**src/hdl/lpc_pkg.sv**
```systemverilog
`timescale 1ns / 1ps
// Leader point clustering: shared types and constants.
// Used by leader_point_clustering and lpc_checker; no dependencies.
package lpc_pkg;

    localparam int COORD_W          = 16;
    localparam int SUM_W            = 24;
    localparam int COUNT_W          = 8;
    localparam int DEF_MAX_CLUSTERS = 16;
    localparam int DEF_MAX_MEMBERS  = 255;

    localparam logic [COORD_W-1:0] MAX_DIST_RESET = 16'd288;  // 18.0 in 12.4

    typedef struct packed {
        logic [COORD_W-1:0] point_x;
        logic [COORD_W-1:0] point_y;
        logic               last_point;
    } lpc_in_t;

    typedef struct packed {
        logic [COORD_W-1:0] center_x;
        logic [COORD_W-1:0] center_y;
        logic [COUNT_W-1:0] member_count;
        logic               points_dropped;
        logic               last_center;
    } lpc_out_t;

    typedef struct packed {
        logic [SUM_W-1:0]   sum_x;
        logic [SUM_W-1:0]   sum_y;
        logic [COUNT_W-1:0] count;
    } lpc_entry_t;

endpackage

```
**src/hdl/leader_point_clustering.sv**
```systemverilog
`timescale 1ns / 1ps
// Leader point clustering top level: sequencer, cluster store and shared multiplier.
// Depends on lpc_pkg.
//
// Usage
//   s_valid/s_ready/s_data carry one 2D point per transfer (12.4 unsigned).
//   m_valid/m_ready/m_data carry one cluster center per transfer.
//   cfg_wr_en/cfg_wr_data write the join radius; write it only while idle.
//   s_ready is high only while the block is idle; one point is worked at a time.
// Sequence
//   Each point scans every open cluster in turn (store read, then the distance
//   and range products), and each in-range cluster after the first also gets an
//   exact cross-multiplied nearest compare.
//   All of it runs through one 25x25 multiplier, one product per cycle. A new
//   point is not taken until the previous one is finished.
//   On a point marked last, every open cluster is sent: store read, 16-step
//   restoring divide for both means, then the output register, plus any stall.
// Reset
//   aresetn (synchronous, active low) empties the cluster table, clears the
//   drop flag and loads the radius with 18.0. The store itself is not cleared.
// Stall
//   A center waits in the output register while m_ready is low; the sequence
//   holds until the transfer completes.
module leader_point_clustering
    import lpc_pkg::*;
#(
    parameter int MAX_CLUSTERS = DEF_MAX_CLUSTERS,
    parameter int MAX_MEMBERS  = DEF_MAX_MEMBERS
) (
    input  logic               aclk,
    input  logic               aresetn,
    input  logic               s_valid,
    output logic               s_ready,
    input  lpc_in_t            s_data,
    output logic               m_valid,
    input  logic               m_ready,
    output lpc_out_t           m_data,
    input  logic               cfg_wr_en,
    input  logic [COORD_W-1:0] cfg_wr_data
);

    localparam int IDX_W = (MAX_CLUSTERS > 1) ? $clog2(MAX_CLUSTERS) : 1;
    localparam int OPN_W = $clog2(MAX_CLUSTERS + 1);
    localparam logic [COUNT_W-1:0] MEMBER_CAP =
        COUNT_W'((MAX_MEMBERS > 255) ? 255 : MAX_MEMBERS);
    localparam logic [OPN_W-1:0] TABLE_FULL = OPN_W'(MAX_CLUSTERS);

    typedef enum logic [4:0] {
        ST_IDLE, ST_RD,
        ST_M1, ST_M2, ST_M3, ST_M4, ST_M5, ST_M6, ST_M7,
        ST_M8, ST_M9, ST_M10, ST_M11, ST_M12,
        ST_DECIDE, ST_UPD, ST_FIN,
        ST_ERD, ST_EDIV0, ST_EDIV, ST_EOUT
    } state_t;

    // Cluster store: one write port, one registered read port.
    lpc_entry_t mem [MAX_CLUSTERS];
    lpc_entry_t rd_q;
    logic [IDX_W-1:0] mem_raddr, mem_waddr;
    logic             mem_we;
    lpc_entry_t       mem_wdata;

    always_ff @(posedge aclk) begin
        if (mem_we) begin
            mem[mem_waddr] <= mem_wdata;
        end
        rd_q <= mem[mem_raddr];
    end

    // Control and datapath registers.
    state_t             state_reg, state_next;
    logic [OPN_W-1:0]   idx_reg, idx_next;
    logic [OPN_W-1:0]   open_reg, open_next;
    logic               drop_reg, drop_next;
    logic [COORD_W-1:0] maxd_reg;
    logic [COORD_W-1:0] px_reg, px_next, py_reg, py_next;
    logic               last_reg, last_next;
    logic [SUM_W-1:0]   ax_reg, ax_next, ay_reg, ay_next, lim_reg, lim_next;
    logic [47:0]        dx2_reg, dx2_next, dy2_reg, dy2_next, lim2_reg, lim2_next;
    logic [48:0]        d_reg, d_next;
    logic [15:0]        c2_reg, c2_next;
    logic [40:0]        plo_reg, plo_next, qlo_reg, qlo_next;
    logic [39:0]        phi_reg, phi_next, qhi_reg, qhi_next;
    logic               bvalid_reg, bvalid_next;
    logic [IDX_W-1:0]   bidx_reg, bidx_next;
    logic [48:0]        bd_reg, bd_next;
    logic [15:0]        bc2_reg, bc2_next;
    logic [SUM_W-1:0]   numx_reg, numx_next, numy_reg, numy_next;
    logic [COUNT_W-1:0] remx_reg, remx_next, remy_reg, remy_next;
    logic [3:0]         bit_reg, bit_next;
    logic               m_valid_reg, m_valid_next;
    lpc_out_t           m_data_reg, m_data_next;

    // Shared multiplier.
    logic [24:0] mul_a, mul_b;
    logic [49:0] mul_p;
    assign mul_p = mul_a * mul_b;

    logic [SUM_W-1:0] dx, dy;
    logic [64:0]      lhs, rhs;
    logic [8:0]       trial_x, trial_y;
    logic             qx, qy;
    logic             scan_done;

    assign dx = (ax_reg >= rd_q.sum_x) ? ax_reg - rd_q.sum_x : rd_q.sum_x - ax_reg;
    assign dy = (ay_reg >= rd_q.sum_y) ? ay_reg - rd_q.sum_y : rd_q.sum_y - ay_reg;
    assign lhs = {phi_reg, 25'b0} + 65'(plo_reg);
    assign rhs = {qhi_reg, 25'b0} + 65'(qlo_reg);
    assign trial_x = {remx_reg, numx_reg[15]};
    assign trial_y = {remy_reg, numy_reg[15]};
    assign qx = (trial_x >= {1'b0, rd_q.count});
    assign qy = (trial_y >= {1'b0, rd_q.count});
    assign scan_done = ((idx_reg + OPN_W'(1)) == open_reg);

    assign s_ready = (state_reg == ST_IDLE);
    assign m_valid = m_valid_reg;
    assign m_data  = m_data_reg;

    always_comb begin
        state_next   = state_reg;
        idx_next     = idx_reg;
        open_next    = open_reg;
        drop_next    = drop_reg;
        px_next      = px_reg;
        py_next      = py_reg;
        last_next    = last_reg;
        ax_next      = ax_reg;
        ay_next      = ay_reg;
        lim_next     = lim_reg;
        dx2_next     = dx2_reg;
        dy2_next     = dy2_reg;
        lim2_next    = lim2_reg;
        d_next       = d_reg;
        c2_next      = c2_reg;
        plo_next     = plo_reg;
        phi_next     = phi_reg;
        qlo_next     = qlo_reg;
        qhi_next     = qhi_reg;
        bvalid_next  = bvalid_reg;
        bidx_next    = bidx_reg;
        bd_next      = bd_reg;
        bc2_next     = bc2_reg;
        numx_next    = numx_reg;
        numy_next    = numy_reg;
        remx_next    = remx_reg;
        remy_next    = remy_reg;
        bit_next     = bit_reg;
        m_valid_next = m_valid_reg;
        m_data_next  = m_data_reg;
        mul_a        = '0;
        mul_b        = '0;
        mem_raddr    = idx_reg[IDX_W-1:0];
        mem_we       = 1'b0;
        mem_waddr    = open_reg[IDX_W-1:0];
        mem_wdata    = '{sum_x: SUM_W'(px_reg), sum_y: SUM_W'(py_reg), count: COUNT_W'(1)};

        case (state_reg)
            ST_IDLE: begin
                if (s_valid) begin
                    px_next     = s_data.point_x;
                    py_next     = s_data.point_y;
                    last_next   = s_data.last_point;
                    idx_next    = '0;
                    bvalid_next = 1'b0;
                    state_next  = (open_reg == '0) ? ST_DECIDE : ST_RD;
                end
            end
            ST_RD: state_next = ST_M1;
            ST_M1: begin
                mul_a      = 25'(rd_q.count);
                mul_b      = 25'(px_reg);
                ax_next    = mul_p[SUM_W-1:0];
                state_next = ST_M2;
            end
            ST_M2: begin
                mul_a      = 25'(rd_q.count);
                mul_b      = 25'(py_reg);
                ay_next    = mul_p[SUM_W-1:0];
                state_next = ST_M3;
            end
            ST_M3: begin
                mul_a      = 25'(rd_q.count);
                mul_b      = 25'(maxd_reg);
                lim_next   = mul_p[SUM_W-1:0];
                state_next = ST_M4;
            end
            ST_M4: begin
                mul_a      = 25'(dx);
                mul_b      = 25'(dx);
                dx2_next   = mul_p[47:0];
                state_next = ST_M5;
            end
            ST_M5: begin
                mul_a      = 25'(dy);
                mul_b      = 25'(dy);
                dy2_next   = mul_p[47:0];
                state_next = ST_M6;
            end
            ST_M6: begin
                mul_a      = 25'(lim_reg);
                mul_b      = 25'(lim_reg);
                lim2_next  = mul_p[47:0];
                d_next     = 49'(dx2_reg) + 49'(dy2_reg);
                state_next = ST_M7;
            end
            ST_M7: begin
                mul_a   = 25'(rd_q.count);
                mul_b   = 25'(rd_q.count);
                c2_next = mul_p[15:0];
                if (d_reg > 49'(lim2_reg) || !bvalid_reg) begin
                    // out of range: skip; first in-range cluster: take it
                    if (d_reg <= 49'(lim2_reg)) begin
                        bvalid_next = 1'b1;
                        bidx_next   = idx_reg[IDX_W-1:0];
                        bd_next     = d_reg;
                        bc2_next    = mul_p[15:0];
                    end
                    if (scan_done) begin
                        state_next = ST_DECIDE;
                    end else begin
                        idx_next   = idx_reg + OPN_W'(1);
                        state_next = ST_RD;
                    end
                end else begin
                    state_next = ST_M8;
                end
            end
            ST_M8: begin
                mul_a      = d_reg[24:0];
                mul_b      = 25'(bc2_reg);
                plo_next   = mul_p[40:0];
                state_next = ST_M9;
            end
            ST_M9: begin
                mul_a      = 25'(d_reg[48:25]);
                mul_b      = 25'(bc2_reg);
                phi_next   = mul_p[39:0];
                state_next = ST_M10;
            end
            ST_M10: begin
                mul_a      = bd_reg[24:0];
                mul_b      = 25'(c2_reg);
                qlo_next   = mul_p[40:0];
                state_next = ST_M11;
            end
            ST_M11: begin
                mul_a      = 25'(bd_reg[48:25]);
                mul_b      = 25'(c2_reg);
                qhi_next   = mul_p[39:0];
                state_next = ST_M12;
            end
            ST_M12: begin
                // equal distance goes to the later cluster
                if (lhs <= rhs) begin
                    bidx_next = idx_reg[IDX_W-1:0];
                    bd_next   = d_reg;
                    bc2_next  = c2_reg;
                end
                if (scan_done) begin
                    state_next = ST_DECIDE;
                end else begin
                    idx_next   = idx_reg + OPN_W'(1);
                    state_next = ST_RD;
                end
            end
            ST_DECIDE: begin
                mem_raddr = bidx_reg;
                if (bvalid_reg) begin
                    state_next = ST_UPD;
                end else if (open_reg < TABLE_FULL) begin
                    mem_we     = 1'b1;
                    open_next  = open_reg + OPN_W'(1);
                    state_next = ST_FIN;
                end else begin
                    drop_next  = 1'b1;
                    state_next = ST_FIN;
                end
            end
            ST_UPD: begin
                mem_waddr = bidx_reg;
                mem_wdata = '{sum_x: rd_q.sum_x + SUM_W'(px_reg),
                              sum_y: rd_q.sum_y + SUM_W'(py_reg),
                              count: rd_q.count + COUNT_W'(1)};
                if (rd_q.count >= MEMBER_CAP) begin
                    drop_next = 1'b1;
                end else begin
                    mem_we = 1'b1;
                end
                state_next = ST_FIN;
            end
            ST_FIN: begin
                idx_next = '0;
                if (!last_reg) begin
                    state_next = ST_IDLE;
                end else if (open_reg == '0) begin
                    drop_next  = 1'b0;
                    state_next = ST_IDLE;
                end else begin
                    state_next = ST_ERD;
                end
            end
            ST_ERD: state_next = ST_EDIV0;
            ST_EDIV0: begin
                numx_next  = rd_q.sum_x + SUM_W'(rd_q.count >> 1);
                numy_next  = rd_q.sum_y + SUM_W'(rd_q.count >> 1);
                remx_next  = numx_next[23:16];
                remy_next  = numy_next[23:16];
                bit_next   = '0;
                state_next = ST_EDIV;
            end
            ST_EDIV: begin
                // one quotient bit per cycle for both means
                remx_next = qx ? COUNT_W'(trial_x - {1'b0, rd_q.count}) : trial_x[7:0];
                remy_next = qy ? COUNT_W'(trial_y - {1'b0, rd_q.count}) : trial_y[7:0];
                numx_next = {numx_reg[SUM_W-1:16], numx_reg[14:0], qx};
                numy_next = {numy_reg[SUM_W-1:16], numy_reg[14:0], qy};
                bit_next  = bit_reg + 4'd1;
                if (bit_reg == 4'd15) begin
                    m_data_next.center_x       = numx_next[15:0];
                    m_data_next.center_y       = numy_next[15:0];
                    m_data_next.member_count   = rd_q.count;
                    m_data_next.points_dropped = drop_reg;
                    m_data_next.last_center    = scan_done;
                    m_valid_next               = 1'b1;
                    state_next                 = ST_EOUT;
                end
            end
            ST_EOUT: begin
                if (m_ready) begin
                    m_valid_next = 1'b0;
                    if (scan_done) begin
                        open_next  = '0;
                        drop_next  = 1'b0;
                        state_next = ST_IDLE;
                    end else begin
                        idx_next   = idx_reg + OPN_W'(1);
                        state_next = ST_ERD;
                    end
                end
            end
            default: state_next = ST_IDLE;
        endcase
    end

    always_ff @(posedge aclk) begin
        if (!aresetn) begin
            state_reg   <= ST_IDLE;
            idx_reg     <= '0;
            open_reg    <= '0;
            drop_reg    <= 1'b0;
            bvalid_reg  <= 1'b0;
            m_valid_reg <= 1'b0;
            maxd_reg    <= MAX_DIST_RESET;
        end else begin
            state_reg   <= state_next;
            idx_reg     <= idx_next;
            open_reg    <= open_next;
            drop_reg    <= drop_next;
            bvalid_reg  <= bvalid_next;
            m_valid_reg <= m_valid_next;
            if (cfg_wr_en) begin
                maxd_reg <= cfg_wr_data;
            end
        end
        px_reg     <= px_next;
        py_reg     <= py_next;
        last_reg   <= last_next;
        ax_reg     <= ax_next;
        ay_reg     <= ay_next;
        lim_reg    <= lim_next;
        dx2_reg    <= dx2_next;
        dy2_reg    <= dy2_next;
        lim2_reg   <= lim2_next;
        d_reg      <= d_next;
        c2_reg     <= c2_next;
        plo_reg    <= plo_next;
        phi_reg    <= phi_next;
        qlo_reg    <= qlo_next;
        qhi_reg    <= qhi_next;
        bidx_reg   <= bidx_next;
        bd_reg     <= bd_next;
        bc2_reg    <= bc2_next;
        numx_reg   <= numx_next;
        numy_reg   <= numy_next;
        remx_reg   <= remx_next;
        remy_reg   <= remy_next;
        bit_reg    <= bit_next;
        m_data_reg <= m_data_next;
    end

endmodule

```
**config.mk**
```make
export PLATFORM = sky130hd
export DESIGN_NAME = leader_point_clustering
export DESIGN_NICKNAME = d
export VERILOG_FILES = /design/src/hdl/lpc_pkg.sv /design/src/hdl/leader_point_clustering.sv
export SDC_FILE = /design/constraint.sdc
export NUM_CORES = 2
export LEC_CHECK = 0
export BUFFER_PORTS_ARGS = -buffer_cell sky130_fd_sc_hd__buf_2
export CELL_PAD_IN_SITES_DETAIL_PLACEMENT = 1
export CELL_PAD_IN_SITES_GLOBAL_PLACEMENT = 1
export CORE_MARGIN = 10
export CORE_UTILIZATION = 45
export DETAILED_ROUTE_END_ITERATION = 8
export GPL_TIMING_DRIVEN = 0
export PLACE_DENSITY = 0.76
export SLEW_MARGIN = 20
export SYNTH_ARGS = -nofsm -noshare
export SYNTH_HDL_FRONTEND = slang
export SYNTH_SLANG_ARGS = --single-unit
```
**constraint.sdc**
```tcl
create_clock -name aclk -period 13.2 [get_ports aclk]
set_input_delay 2.64 -clock aclk [delete_from_list [all_inputs] [get_ports aclk]]
set_output_delay 2.64 -clock aclk [all_outputs]
set_load 0.02 [all_outputs]
```
==> metrics.csv <==
stage,metric,value,unit
timing,Slew @ Worst Pin,1.360,ns
grt,vias in the first global route,70492,
power_and_ir_drop,pwr dens,201.1,nW/um^2
timing,Setup Viol. Count Final,0,
drt,via/cell ratio,6.047,
clock_network,Max Buffers Root-to-Sink,3,
synth,Synth async-reset ratio,0,
final_layout,# nets final,9023,
final_layout,largest registers,"mem (896), rd_q (56)",
drt,via count,65699,
synth,Yosys reg bits,1625,
clock_network,number of hold buffers added after CTS,0,
floorplanning,Starting Density,0.4533,
worst_setup_path,number of cells on the critical path,39,
timing,slack of the critical path,0.3322,ns
synth,number of synthesis warnings,0,
drt,DR pass1 iterations,6,
worst_setup_path,Reg2Reg Setup Slack,0.33,ns
synth,top cell type's share of synthesized area,0.4901,
clock_network,latest clock arrival within the worst-skew pair,0.86,ns
clock_network,CTS buffer count,170,
placement,PortBufs,96,
clock_network,root buffer cell,clkbuf_16,
floorplanning,Die H,477.2,um
synth,"count leader, synth",edfxtp_1,
clock_network,"CTS clk-pin slew, worst paths",0.06,ns
worst_setup_path,worst r2r dst,dy2_reg[40],
worst_setup_path,Critical Path End Type,flip-flop,
synth,post-synthesis cell count,7523,
worst_setup_path,largest stage delay on the critical path,0.81,ns
worst_setup_path,Crit path max-delay family,adder cells,
floorplanning,FP Rows,167,
worst_setup_path,Critical Path Start Type,flip-flop,
final_layout,final std cells w/o fill,10864,
worst_setup_path,critical path's slowest cell,xnor2_1,
floorplanning,die width,477.2,um
timing,Max Fclk,0.07771,GHz
placement,DP Wirelength,250.7,mm
synth,dominant cells by area after synthesis,"edfxtp_1 49%, fa_1 11%, ha_1 7.0%",
placement,DP Worst Slack,-1.084,ns
floorplanning,Core ar.,207500,um^2
timing,fin. max-slew vios,0,
floorplanning,IO Count,98,
placement,GPL Wtd Cong,0.9789,
final_layout,area delta synth->final,13.63,%
final_layout,"Most flops, register",mem,
worst_setup_path,Critical R2R Launch,rd_q[42],
grt,GRT Overall Usage,0.2863,
power_and_ir_drop,VDD IR max,0.0001819,V
final_layout,register area,47900,um^2
timing,final worst path period share,0.9748,
final_layout,fillers,20982,
timing,Layout Skew,0.07674,ns
synth,top_reg_cell synth,edfxtp_1,
worst_setup_path,CP max FO,10,
grt,largest net degree at the start of global routing,54,
timing,slew margin rel.,0.09304,
drt,wire per inst,30.67,um
synth,Syn Area/Cell,12.50,um^2
drt,Routed WL,333.2,mm
worst_setup_path,WP data arrival,13.32,ns
final_layout,multi-input logic area,42150,um^2
worst_setup_path,"Req. time, crit path",13.66,ns
drt,Final ANT Viol Nets,0,
power_and_ir_drop,static leakage,41.34,nW
timing,final-report hold violation count,0,
job,max-cap violations,0,
worst_setup_path,worst path bufs/invs,12,
synth,Post-synth EDFFs,1535,
synth,synth unique cells,87,
grt,initial antenna violation count,33,
clock_network,TritonCTS clock tree,done,
drt,Initial DRC Count,6840,
worst_hold_path,hold path startpoint,numx_reg[5],
grt,grt total ovfl,0,
clock_network,H-tree levels,4,
floorplanning,die area,227700,um^2
clock_network,Sink Count,1625,
final_layout,Largest register FFs,896,
worst_setup_path,Worst Setup EP,dy2_reg[40],
synth,"area leader, netlist",edfxtp_1,
final_layout,layout cell share with drive strength beyond 1,0.1185,
synth,Synth Cell Area,94060,um^2
worst_setup_path,Worst Setup SP,rd_q[42],
synth,sequential area share after synthesis,0.5092,
timing,Final min period,12.87,ns
worst_setup_path,WS Path Type,flip-flop to flip-flop,
grt,first-pass GRT wire length,485.0,mm
drt,DRC viols,0,
worst_setup_path,Reg2Reg Depth,39,
outcome,status,finished clean,
worst_hold_path,worst min-delay path class,flip-flop to flip-flop,
placement,Placed Cells,10529,
synth,Post-synth top cells,"1535 x edfxtp_1, 944 x inv_1, 765 x nand2_1",
## timing repair
item / in CTS / in global routing
buffers inserted: 10 / 10
setup endpoints to repair: 89 / 49
pin swaps: 2 / 4
gates resized for setup: 27 / 32
## kinds of logic after synthesis
family | after synthesis | share of synthesized area
muxes | 299 | 0.06189
other | 2 | 0.00007984
adders and majority gates | 1040 | 0.1795
and+or+nand+nor | 1806 | 0.08738
buffers and inverters | 1239 | 0.05028
DFF | 1625 | 0.5092
AOI/OAI and AO/OA | 1217 | 0.08416
xor gates and xnor gates | 295 | 0.02747
## area by class of cell
| class | count | area share |
|---|---|---|
| flip-flops and latches | 1625 | 0.4481 |
| inverters | 949 | 0.03336 |
| diodes | 7 | 0.0001639 |
| clock inverters | 107 | 0.01180 |
| multi-input cells | 4664 | 0.3943 |
| well taps | 2788 | 0.03264 |
| clock buffers | 205 | 0.04247 |
| plain buffers | 284 | 0.01134 |
| repair buffers | 235 | 0.02578 |
## worst min-delay path by stage
stage / slack [ns] / depth (start not counted) / endpoint
2_1_floorplan: 0.41 / 0 / m_data[1]
6_report: 0.45 / 0 / m_data[32]
3_5_place_dp: 0.44 / 0 / m_data[32]
5_1_grt: 0.46 / 0 / m_data[35]
3_3_place_gp: 0.44 / 0 / m_data[35]
4_1_cts: 0.45 / 0 / m_data[35]
## power breakdown
group / internal, W / leakage [nW] / switching (W) / total (W)
registers: 0.00673 / 14.0 / 0.000340 / 0.00707
clock network: 0.00283 / 2.80 / 0.00218 / 0.00501
logic: 0.00296 / 24.6 / 0.00646 / 0.00941
total: 0.0125 / 41.3 / 0.00897 / 0.0215
## per-stage QoR
stage | setup TNS [ns] | hold slack, ns | utilization | total power, W | area (um^2)
after floorplan | 0 | 0.4090 | - | 0.01164 | 94080
after global placement | -1097.32 | 0.4438 | 0.4725 | 0.01496 | 98050
after detailed placement | -41.89 | 0.4366 | 0.4851 | 0.01626 | 100700
after CTS | 0 | 0.4453 | 0.5139 | 0.02135 | 106600
after global routing | -0.06282 | 0.4634 | 0.5151 | 0.02233 | 106900
final | 0 | 0.4500 | 0.5151 | 0.02149 | 106900
## layout by cell type (no fill, tap or decap), types with 66 or more instances in the layout
| cell type | instances |
|---|---|
| a211oi_1 | 95 |
| nor2_1 | 400 |
| a31oi_1 | 88 |
| clkbuf_16 | 173 |
| a22oi_1 | 66 |
| mux4_2 | 224 |
| clkbuf_1 | 205 |
| dfxtp_1 | 89 |
| buf_2 | 146 |
| xor2_1 | 80 |
| xnor2_1 | 182 |
| fa_1 | 515 |
| a21oi_1 | 325 |
| edfxtp_1 | 1535 |
| nand3_1 | 88 |
| and2_1 | 141 |
| nand2_1 | 764 |
| a21o_1 | 166 |
| inv_1 | 942 |
| nand4_1 | 70 |
| o21ai_0 | 167 |
| ha_1 | 524 |
## routing by layer
layer  up-vias  global-route usage  wire [um]
met5         -                   0         66
met4        10              0.1645      23270
met3       933             0.05377      27850
met2      3298              0.4779     159800
met1     33996              0.3479     122200
li1      27462                   -          -
(Power assumes the default switching activity.)
